[config.mk]
export PLATFORM = sky130hd
export DESIGN_NAME = srd_queue
export DESIGN_NICKNAME = d
export VERILOG_FILES = /design/src/hdl/srd_pkg.sv /design/src/hdl/srd_queue.sv
export SDC_FILE = /design/constraint.sdc
export NUM_CORES = 1
export LEC_CHECK = 0
export ABC_CLOCK_PERIOD_IN_PS = 36900
export BUFFER_PORTS_ARGS = -buffer_cell sky130_fd_sc_hd__buf_2
export CORE_ASPECT_RATIO = 0.7
export CORE_MARGIN = 2
export CORE_UTILIZATION = 56
export DETAILED_ROUTE_END_ITERATION = 7
export GPL_TIMING_DRIVEN = 0
export PLACE_DENSITY_LB_ADDON = 0.2
export REMOVE_ABC_BUFFERS = 1
export SLEW_MARGIN = 20
export SYNTH_ARGS = -nofsm -noshare
export SYNTH_HDL_FRONTEND = slang
export SYNTH_SLANG_ARGS = --single-unit
[constraint.sdc]
create_clock -name clk -period 36.9 [get_ports clk]
set_input_delay 5.535 -clock clk [delete_from_list [all_inputs] [get_ports clk]]
set_output_delay 5.535 -clock clk [all_outputs]
set_load 0.01 [all_outputs]
[src/hdl/srd_pkg.sv]
package srd_pkg;

	localparam logic [2:0] OP_FILL = 3'd0;
	localparam logic [2:0] OP_RECT = 3'd1;
	localparam logic [2:0] OP_DISC = 3'd2;
	localparam logic [2:0] OP_LINE = 3'd3;
	localparam logic [2:0] OP_READ = 3'd4;

	localparam int QUEUE_DEPTH = 2;

	// One classified command. Scan bounds are already clipped to the canvas.
	typedef struct packed {
		logic [2:0]         op;
		logic               empty;
		logic               vert;
		logic               in_area;
		logic [31:0]        color;
		logic signed [16:0] x0;
		logic signed [16:0] x1;
		logic signed [16:0] y0;
		logic signed [16:0] y1;
		logic signed [15:0] px;
		logic signed [15:0] py;
		logic signed [15:0] dx;
		logic signed [15:0] dy;
		logic [15:0]        sw;
		logic [15:0]        sh;
		logic [31:0]        lim;
	} cmd_t;

	typedef struct packed {
		logic full;
		logic empty;
	} q_stat_t;

endpackage

[src/hdl/srd_queue.sv]
module srd_queue (
	input  logic             clk,
	input  logic             arst_n,
	input  logic             push,
	input  srd_pkg::cmd_t    wdata,
	input  logic             pop,
	output srd_pkg::cmd_t    rdata,
	output srd_pkg::q_stat_t stat
);

	srd_pkg::cmd_t slot_q [srd_pkg::QUEUE_DEPTH];
	logic          wr_ptr_q, rd_ptr_q;
	logic [1:0]    count_q;

	assign stat.full = count_q == 2'(srd_pkg::QUEUE_DEPTH);
	assign stat.empty = count_q == 2'd0;
	assign rdata = slot_q[rd_ptr_q];

	always_ff @(posedge clk) begin
		if (push) begin
			slot_q[wr_ptr_q] <= wdata;
		end
	end

	always_ff @(posedge clk or negedge arst_n) begin
		if (!arst_n) begin
			wr_ptr_q <= 1'b0;
			rd_ptr_q <= 1'b0;
			count_q <= 2'd0;
		end else begin
			if (push) begin
				wr_ptr_q <= !wr_ptr_q;
			end
			if (pop) begin
				rd_ptr_q <= !rd_ptr_q;
			end
			if (push && !pop) begin
				count_q <= count_q + 2'd1;
			end else if (pop && !push) begin
				count_q <= count_q - 2'd1;
			end
		end
	end

endmodule

==> results_dict.tcl <==
set metrics [dict create \
    status "complete, no violations" \
    use_met3 0.0948 \
    crit_top_cell "buf_16" \
    grt.busiest_layer "met2" \
    hp-class "flip-flop to flip-flop" \
    via_per_inst 5.10 \
    cpMaxStageDelayCell "dfrtp_4" \
    drt_iter0_drc 521 \
    synth.top_cells.by_count "468 x edfxtp_1, 150 x mux2_4, 84 x mux2_2" \
    grt_usage 0.221 \
    path_delay_family "flip-flops" \
    finalClockSkew_ns 0.00946 \
    hold-worst-slack_ns 0.514 \
    worstMarginPinSlew_ns 0.560 \
    drt_pass1_iterations 4 \
    syn_inst 744 \
    wl_per_cell_microns 21.3 \
    finish.utilization 0.718 \
    die-area_sq_um 33000 \
    hold_depth 1 \
    totalPowerFinal_uw 1740 \
    path_cells "buf_16 > buf_16 > mux2_4 > buf_2" \
    synth-warning-count 0 \
    drive_gt1_frac 0.614 \
    ir_drop_uv 57.3 \
    timing.fmax_mhz 125 \
    fillers 1954 \
    cp.depth 4 \
    grt_pass1_vias 9182 \
    grt-ovfl-total 0 \
    slew_headroom 0.627 \
    hold_viol_final 0 \
    grt_max_degree 52 \
    cts_made_buffers 44 \
    numPortBuffers 473 \
    fin_nets 1498 \
    synthMostInstantiatedCell "edfxtp_1" \
    ys.flop_type "edfxtp_1" \
    cts_root_buf "clkbuf_16" \
    globalplace.congestion 0.788 \
    clock_sinks 472 \
    worst-r2r-cell-count 6 \
    rsz0062_at_grt "no" \
    insertion_delay_ns 0.54 \
    gr-usage-met2 0.361 \
    std_cell_rows 54 \
    met1_usage 0.258 \
    crit_fanout 45 \
    period_needed_ns 8.01 \
    cts_tree "yes" \
    min_period_over_period 0.217 \
    cp_data_required_time_ns 31.36 \
    postSynth.asyncResetShare 0.00847 \
    synth_area_leaders "edfxtp_1 79%, mux2_4 13%, mux2_2 5.3%" \
    synth_edf_count 468 \
    area_delta_synth_final_pct 26.4 \
    dp_hpwl_microns 26400 \
    yosys.cell_types.count 13 \
    reg2reg_from "wr_ptr_q" \
    cp-start-kind "flip-flop" \
    hold_end "count_q[1]" \
    synth_seq_area_share 0.801 \
    setup_violations 0 \
    min-delay-start "count_q[1]" \
    power.density_nw_per_um2 78.0 \
    dieHeight_microns 153 \
    critPathBufInv 3 \
    worstSetupPathType "flip-flop to output port" \
    synth.avg_cell_area_sq_um 23.8 \
    vias 8828 \
    arrival_ns 2.47 \
    num_io_pins 474 \
    clkTransAtPathRegs_ns 0.06 \
    drc 0 \
    r2r_slack_ns 34.69 \
    max_stage_delay_ns 0.79 \
    initial_core_util 0.568 \
    post-cts-setup-buffer-count 0 \
    report.final.slew_viol_count 0 \
    cts_resized 0 \
    r2r-end "slot_q[0][144]" \
    antenna_found_initial 21 \
    maxCapViolations 0 \
    cts-htree-levels 2 \
    cts.path.max_buffers 3 \
    grt_pass1_wl_microns 54200 \
    yosys.area.top_type "edfxtp_1" \
    core_sq_um 31100 \
    ys_ff_latch 472 \
    fin_setup_tns_ns 0 \
    syn_area_sq_um 17700 \
    synth_top_area_frac 0.795 \
    die_w_microns 216 \
    drt-total-wl_microns 36900 \
    ant_nets 0 \
    cts_hold_buf 0 \
    cp-end-kind "output port" \
    leakagePower_uw 0.00885 \
]
## worst max path at each step
stage,startpoint,end
global route,rd_ptr_q,rdata[57]
floorplan,push,slot_q[0][0]
global placement,push,slot_q[0][144]
detailed placement,push,slot_q[0][87]
finish,rd_ptr_q,rdata[152]
CTS,rd_ptr_q,rdata[57]
## metal layers
metal  up-vias  part of all wire
li1       4041                 -
met1      4361              0.37
met2       340              0.50
met3        76              0.10
met4        10             0.031
met5         -            0.0017
## logic make-up (layout without fill, tap and decap cells)
family                   Yosys count  after routing  share of synthesized area
XOR/XNOR                           5              5                    0.00248
adder cells (fa/ha/maj)            1              1                   0.000708
buffers and inverters             27            576                     0.0139
flip-flops                       472            472                      0.801
multiplexers                     234            234                      0.181
other                              0             17                          0
AND/OR/NAND/NOR                    5              5                    0.00149
## layout by cell type (no fill, tap or decap), drive strengths merged
cell type,count
clkbuf,56
nor2b,2
clkinv,17
mux2,234
dfrtp,4
ha,1
buf,495
and2,1
diode,17
xnor2,1
nor2,2
xor2,4
clkinvlp,2
bufinv,5
edfxtp,468
inv,1
## report_power, final
group / internal, uW / leakage (uW) / switching [uW]
Sequential: 710 / 0.00444 / 32.5
Combinational: 280 / 0.00372 / 277
Clock: 260 / 0.000692 / 183
## registers in the layout, indices dropped and copies added, names as in the netlist
name	count
rd_ptr_q	1
wr_ptr_q	1
slot_q	468
count_q	2
## per-stage QoR
stage | instance area [sq um] | cells | setup WS (ns)
after CTS | 22300 | 1713 | 28.81
after global placement | 20300 | 1611 | 14.24
after detailed placement | 20900 | 1633 | 29.38
final | 22400 | 1730 | 28.89
after floorplan | 17400 | 718 | 20.43
after global routing | 22300 | 1722 | 28.74
## final cells by class
cell class / count / area [sq um] / share of cell area
clock inverter: 24 / 240 / 0.0107
inverter: 1 / 3.75 / 0.000168
clock buffer: 56 / 1180 / 0.0527
multi-input combinational: 245 / 3290 / 0.147
timing repair buffer: 495 / 2910 / 0.130
tap: 420 / 526 / 0.0235
antenna: 17 / 42.5 / 0.00190
sequential: 472 / 14200 / 0.633
(Power assumes the default switching activity.)
