**src/hdl/srd_pkg.sv**
```systemverilog
package srd_pkg;

	localparam logic [2:0] OP_FILL = 3'd0;
	localparam logic [2:0] OP_RECT = 3'd1;
	localparam logic [2:0] OP_DISC = 3'd2;
	localparam logic [2:0] OP_LINE = 3'd3;
	localparam logic [2:0] OP_READ = 3'd4;

	localparam int QUEUE_DEPTH = 2;

	// One classified command. Scan bounds are already clipped to the canvas.
	typedef struct packed {
		logic [2:0]         op;
		logic               empty;
		logic               vert;
		logic               in_area;
		logic [31:0]        color;
		logic signed [16:0] x0;
		logic signed [16:0] x1;
		logic signed [16:0] y0;
		logic signed [16:0] y1;
		logic signed [15:0] px;
		logic signed [15:0] py;
		logic signed [15:0] dx;
		logic signed [15:0] dy;
		logic [15:0]        sw;
		logic [15:0]        sh;
		logic [31:0]        lim;
	} cmd_t;

	typedef struct packed {
		logic full;
		logic empty;
	} q_stat_t;

endpackage

```
**src/hdl/srd_front.sv**
```systemverilog
module srd_front #(
	parameter int EWW = 9,
	parameter int EHW = 9
) (
	input  logic               cmd_valid,
	output logic               cmd_ready,
	input  logic [2:0]         operation,
	input  logic [31:0]        color,
	input  logic signed [15:0] x_a,
	input  logic signed [15:0] y_a,
	input  logic signed [15:0] x_b,
	input  logic signed [15:0] y_b,
	input  logic [15:0]        size_w,
	input  logic [15:0]        size_h,
	input  logic signed [15:0] radius,
	input  logic [EWW-1:0]     eff_w,
	input  logic [EHW-1:0]     eff_h,
	input  logic               q_full,
	output logic               push,
	output srd_pkg::cmd_t      entry
);

	logic signed [16:0] w_m1, h_m1;
	logic signed [15:0] dxl, dxh, dyl, dyh;
	logic signed [16:0] cxlo, cxhi, cylo, cyhi;
	logic               swap;
	logic signed [15:0] lax, lay, lbx, lby, ldx, ldy, ymin, ymax;
	logic signed [16:0] vlo, vhi, nxlo, nxraw, nxhi;
	logic signed [31:0] rsq;

	assign cmd_ready = !q_full;
	assign push = cmd_valid && !q_full;

	assign w_m1 = signed'(17'(eff_w)) - 17'sd1;
	assign h_m1 = signed'(17'(eff_h)) - 17'sd1;

	// Disc bounding box wraps to 16 bits before clipping.
	assign dxl = x_a - radius;
	assign dxh = x_a + radius;
	assign dyl = y_a - radius;
	assign dyh = y_a + radius;
	assign cxlo = (dxl < 16'sd0) ? 17'sd0 : 17'(dxl);
	assign cxhi = (17'(dxh) > w_m1) ? w_m1 : 17'(dxh);
	assign cylo = (dyl < 16'sd0) ? 17'sd0 : 17'(dyl);
	assign cyhi = (17'(dyh) > h_m1) ? h_m1 : 17'(dyh);
	assign rsq = radius * radius;

	// Lines run left to right; width and rise wrap to 16 bits.
	assign swap = x_a > x_b;
	assign lax = swap ? x_b : x_a;
	assign lay = swap ? y_b : y_a;
	assign lbx = swap ? x_a : x_b;
	assign lby = swap ? y_a : y_b;
	assign ldx = lbx - lax;
	assign ldy = lby - lay;
	assign ymin = (lay < lby) ? lay : lby;
	assign ymax = (lay < lby) ? lby : lay;
	assign vlo = (ymin < 16'sd0) ? 17'sd0 : 17'(ymin);
	assign vhi = (17'(ymax) > h_m1) ? h_m1 : 17'(ymax);
	assign nxlo = (lax < 16'sd0) ? 17'sd0 : 17'(lax);
	assign nxraw = 17'(lbx) - 17'sd1;
	assign nxhi = (nxraw > w_m1) ? w_m1 : nxraw;

	always_comb begin
		entry = '0;
		entry.op = operation;
		entry.color = color;
		entry.px = x_a;
		entry.py = y_a;
		entry.sw = size_w;
		entry.sh = size_h;
		entry.x0 = 17'sd0;
		entry.x1 = w_m1;
		entry.y0 = 17'sd0;
		entry.y1 = h_m1;
		unique case (operation)
			srd_pkg::OP_FILL, srd_pkg::OP_RECT: begin
				entry.empty = (w_m1 < 17'sd0) || (h_m1 < 17'sd0);
			end
			srd_pkg::OP_DISC: begin
				entry.x0 = cxlo;
				entry.x1 = cxhi;
				entry.y0 = cylo;
				entry.y1 = cyhi;
				entry.lim = 32'(rsq);
				entry.empty = (radius < 16'sd0) || (cxlo > cxhi) || (cylo > cyhi);
			end
			srd_pkg::OP_LINE: begin
				entry.px = lax;
				entry.py = lay;
				entry.dx = ldx;
				entry.dy = ldy;
				entry.vert = (ldx == 16'sd0);
				if (ldx == 16'sd0) begin
					entry.x0 = 17'(lax);
					entry.x1 = 17'(lax);
					entry.y0 = vlo;
					entry.y1 = vhi;
					entry.empty = (lax < 16'sd0) || (17'(lax) > w_m1) || (vlo > vhi);
				end else begin
					entry.x0 = nxlo;
					entry.x1 = nxhi;
					entry.empty = nxlo > nxhi;
				end
			end
			srd_pkg::OP_READ: begin
				entry.in_area = (x_a >= 16'sd0) && (17'(x_a) <= w_m1) &&
					(y_a >= 16'sd0) && (17'(y_a) <= h_m1);
			end
			default: begin
				entry.empty = 1'b1;
			end
		endcase
	end

endmodule

```
**config.mk**
```make
export PLATFORM = sky130hd
export DESIGN_NAME = srd_front
export DESIGN_NICKNAME = d
export VERILOG_FILES = /design/src/hdl/srd_pkg.sv /design/src/hdl/srd_front.sv
export SDC_FILE = /design/constraint.sdc
export NUM_CORES = 1
export LEC_CHECK = 0
export BUFFER_PORTS_ARGS = -buffer_cell sky130_fd_sc_hd__buf_2
export CAP_MARGIN = 10
export CORE_ASPECT_RATIO = 0.8
export CORE_MARGIN = 4
export CORE_UTILIZATION = 45
export DETAILED_ROUTE_END_ITERATION = 16
export GPL_ROUTABILITY_DRIVEN = 0
export PLACE_DENSITY = 0.72
export SETUP_SLACK_MARGIN = 0.1
export SLEW_MARGIN = 20
export SYNTH_ARGS = -nofsm -noshare
export SYNTH_HDL_FRONTEND = slang
export SYNTH_SLANG_ARGS = --single-unit
```
**constraint.sdc**
```tcl
create_clock -name vclk -period 41.4
set_clock_uncertainty 0.15 [all_clocks]
set_input_delay 8.28 -clock vclk [all_inputs]
set_output_delay 8.28 -clock vclk [all_outputs]
set_load 0.02 [all_outputs]
```
==> metrics.yaml, run 1 <==
status: "finished clean"
drt-initial-drc-count: 2015
area_delta_synth_final_pct: 6.38
via_count: 22200
grt_usage_pct: 26.7
path_max_fanout: 65
nNetsFinal: 3889
fin_area_sq_mm: 0.0243
post-dp-hpwl_um: 62500
worstMarginPinSlew_ps: 1060
endpoint: "entry[230]"
hold_viol: 0
slew_headroom_pct: 27.6
die_h_um: 210
path_common_cell: "o21a_1"
ant_nets: 0
place_area_sq_mm: 0.0243
slowest_stage: "nand3_1"
syn_area_sq_mm: 0.0228
yosysWarnings: 0
firstDrtPassIters: 6
avgSynthCellArea_sq_um: 7.55
routedWlPerCell_um: 19.6
ios: 403
slew_viol_final: 0
postCtsSetupBuffers: 0
final_cells: 3815
seq_cells: 0
hold-worst-slack_ps: 16410
min_path_cells: 0
hold_path.class: "in -> out"
dp.cells: 3814
num-clock-buffers: 0
seq_area_sq_um: 0
viasPerCell: 5.81
critical-path-max-stage-delay_ps: 710
synth_cells: 3025
port_buffers: 272
layout_common_cells: "inv_1, ha_1, buf_2, nor2_1, nand2_1"
maxCapViolations: 0
num_rows: 73
core_area_sq_mm: 0.0500
fin_crit_sh_pct: 67.9
holdBufCountCts: 0
setup_viol: 0
period_needed_ps: 28110
grt_overflow: 0
crit_arrival_ps: 19680
synth.distinct_cells: 88
fmax_mhz: 35.6
crit_path_start_kind: "input port"
leakagePower_nw: 12.5
worstSetupPathType: "in -> out"
finish.utilization_pct: 48.7
peakVddDrop_uv: 128
rsz0062_at_grt: "no"
critPathRequiredTime_ps: 32970
design.die.area_sq_mm: 0.0545
antenna_found_initial: 6
crit_path_start: "x_b[9]"
drt_wl_total_um: 74800
layout_commonest_cell: "inv_1"
drc: 0
dieWidth_um: 260
p_per_area_mw_per_mm2: 65.6
setup-tns-final_ps: 0
grt_max_degree: 66
seq_area_frac_synth_pct: 0
cts-resized-gates: 0
grt_pass1_vias: 21500
grt_pass1_wl_um: 118000
cp-end-kind: "output pin"
drive_gt1_share_pct: 11.7
start_util_pct: 45.7
-- through the flow --
| step | worst slack [ps] | total power, mW |
|---|---|---|
| floorplan | 14250 | 1.24 |
| global placement | 13900 | 1.55 |
| detailed placement | 13580 | 1.58 |
| CTS | 13550 | 1.59 |
| global route | 12570 | 1.83 |
| finish | 13290 | 1.59 |
-- worst min path at each step --
stage / startpoint / to
6_report: color[21] / entry[217]
3_5_place_dp: color[0] / entry[196]
2_1_floorplan: q_full / cmd_ready
3_3_place_gp: color[0] / entry[196]
4_1_cts: color[0] / entry[196]
5_1_grt: color[21] / entry[217]
-- power by group --
part           internal (mW)  switching [mW]     total [mW]
Sequential                 0               0              0
Clock          0.00000000323               0  0.00000000323
Combinational          0.661           0.934           1.59
Total                  0.661           0.934           1.59
-- logic make-up (layout without fill, tap and decap cells) --
group | count (synthesis) | in the layout | share of synthesized area (%)
adder cells (fa/ha/maj) | 602 | 602 | 40.8
XOR/XNOR | 146 | 146 | 5.60
other | 1 | 4 | 0.0164
multiplexers | 93 | 93 | 4.20
AND/OR/NAND/NOR | 913 | 913 | 19.2
AO/OA/AOI/OAI | 645 | 645 | 18.6
buffers and inverters | 625 | 737 | 11.6
-- cells in the mapped netlist (13+ instances only) --
library cell,instances,area share (%)
nor2_1,271,4.5
o21bai_1,20,0.66
inv_1,424,7.0
ha_1,337,18
or3_1,14,0.38
nor3_1,52,1.1
a211oi_1,18,0.59
o211a_1,13,0.57
mux2_2,23,1.1
clkbuf_1,100,1.6
o31ai_1,14,0.46
nand4_1,49,1.3
xor2_1,45,1.7
nand3_1,44,0.96
or2_2,18,0.49
a21o_1,62,2.0
o21ai_0,159,3.5
nand2b_1,52,1.4
fa_1,244,21
a31oi_1,20,0.55
xnor2_1,101,3.9
maj3_1,21,0.92
o21a_1,32,1.1
o22ai_1,13,0.36
o32ai_1,16,0.61
nor4_1,21,0.57
and3_1,21,0.57
a22o_1,14,0.54
a21oi_1,152,3.3
nand2_1,250,4.1
nor2b_1,61,1.7
mux2i_1,70,3.1
and2_1,25,0.68
buf_4,76,2.5
-- area by class of cell --
type / count / area (sq um)
Timing Repair Buffer: 302 / 1590
Multi-Input combinational cell: 2402 / 20200
Tap cell: 675 / 845
Fill cell: 5031 / 25700
Antenna cell: 1 / 2.50
Inverter: 435 / 1630
-- metal layers --
metal	routed length, um	vias to the layer above	track usage (%)
met5	0	-	0
met4	2150	0	5.99
met3	7180	136	4.93
met2	32400	1014	42.0
met1	33100	10600	38.2
li1	-	10400	-
-- worst max-delay path: cells and delay by family --
kind / cells / cell delay [ps]
fa+ha+maj: 4 / 1430
buf+inv: 6 / 1370
simple gates: 14 / 3660
mux: 3 / 930
compound gates: 22 / 3980
(Power assumes the default switching activity.)
==> run 2, diff against run 1 <==
clock period = 27.6 ns   (was 41.4 ns; I/O delays follow)
==> run 2 against run 1 <==
Routed wire length increased by 0.18%. Cell area is essentially flat. Clock-buffer cell count stayed put. Sequential share of layout area did not move.
==> metrics.yaml, run 2 (synthesized netlist as in run 1, its figures left out) <==
status: "finished clean"
holdBufCountCts: 0
num_rows: 73
seq_cells: 0
start_util_pct: 45.7
critPathRequiredTime_ps: 21930
slew_headroom_pct: 28.8
ant_nets: 0
area_delta_synth_final_pct: 6.40
design.die.area_sq_mm: 0.0545
critical-path-max-stage-delay_ps: 700
postCtsSetupBuffers: 0
cp-end-kind: "output pin"
core_area_sq_mm: 0.0500
grt_pass1_wl_um: 119000
via_count: 22300
grt_max_degree: 66
hp-start: "color[21]"
dieWidth_um: 260
cts-resized-gates: 0
hold_path.class: "in -> out"
setup_viol: 0
viasPerCell: 5.85
layout_commonest_cell: "inv_1"
nNetsFinal: 3889
port_buffers: 272
post-dp-hpwl_um: 62400
layout_common_cells: "inv_1, ha_1, buf_2, nor2_1, nand2_1"
ios: 403
maxCapViolations: 0
fmax_mhz: 44.2
path_common_cell: "o21a_1"
drive_gt1_share_pct: 11.7
grt_overflow: 0
worstSetupPathType: "in -> out"
routedWlPerCell_um: 19.6
num-clock-buffers: 0
fin_crit_sh_pct: 82.0
rsz0062_at_grt: "no"
grt_usage_pct: 26.8
worstMarginPinSlew_ps: 1040
period_needed_ps: 22640
drc: 0
drt-initial-drc-count: 2273
path_max_fanout: 65
seq_area_sq_um: 0
antenna_found_initial: 7
slowest_stage: "nand3_1"
drt_wl_total_um: 74900
setup-tns-final_ps: 0
firstDrtPassIters: 5
crit_arrival_ps: 16970
crit_path_start_kind: "input port"
min_path_cells: 0
slew_viol_final: 0
grt_pass1_vias: 21300
hold_viol: 0
die_h_um: 210
hold_path_end: "entry[217]"
## run 2: changes by cell type in the layout (fill, tap and decap cells not counted)
cell and delta:
diode_2 +2
## run 2: final cells by class
class                           count  area [sq um]
Antenna cell                        3          7.51
Fill cell                        5043         25600
Inverter                          435          1630
Multi-Input combinational cell   2402         20200
Tap cell                          675           845
Timing Repair Buffer              302          1590
## run 2: worst max path at each step
stage          startpoint         end  cells after the start
5_1_grt            x_b[9]  entry[230]                     49
2_1_floorplan      x_b[8]  entry[230]                     53
4_1_cts            x_b[9]  entry[230]                     49
3_3_place_gp       x_a[9]  entry[230]                     47
6_report           x_b[9]  entry[230]                     49
3_5_place_dp       x_b[9]  entry[230]                     49
## run 2: layer usage
layer | wire (um) | GRT usage [%] | up-vias
li1 | - | - | 10400
met3 | 7580 | 4.26 | 141
met1 | 32700 | 38.8 | 10600
met2 | 32600 | 42.4 | 1125
met4 | 2060 | 5.45 | 0
met5 | 0 | 0 | -
## run 2: worst max-delay path: cells and delay by family
family                   cells  cell delay, ps
AND/OR/NAND/NOR             14            3690
adder cells (fa/ha/maj)      4            1390
buffers and inverters        6            1390
AO/OA/AOI/OAI               22            4020
multiplexers                 3             940
## run 2: stage by stage
| step | util, % | hold WS [ps] | setup slack [ps] | instances | cell area [sq um] |
|---|---|---|---|---|---|
| 3_5_place_dp | 48.6 | 10890 | 5390 | 3814 | 24300 |
| 4_1_cts | 48.6 | 10890 | 5350 | 3814 | 24300 |
| 3_3_place_gp | 48.6 | 10890 | 5610 | 3814 | 24300 |
| 5_1_grt | 48.6 | 10890 | 4360 | 3814 | 24300 |
| 2_1_floorplan | - | 10970 | 5970 | 3027 | 22900 |
| 6_report | 48.7 | 10890 | 4960 | 3817 | 24300 |
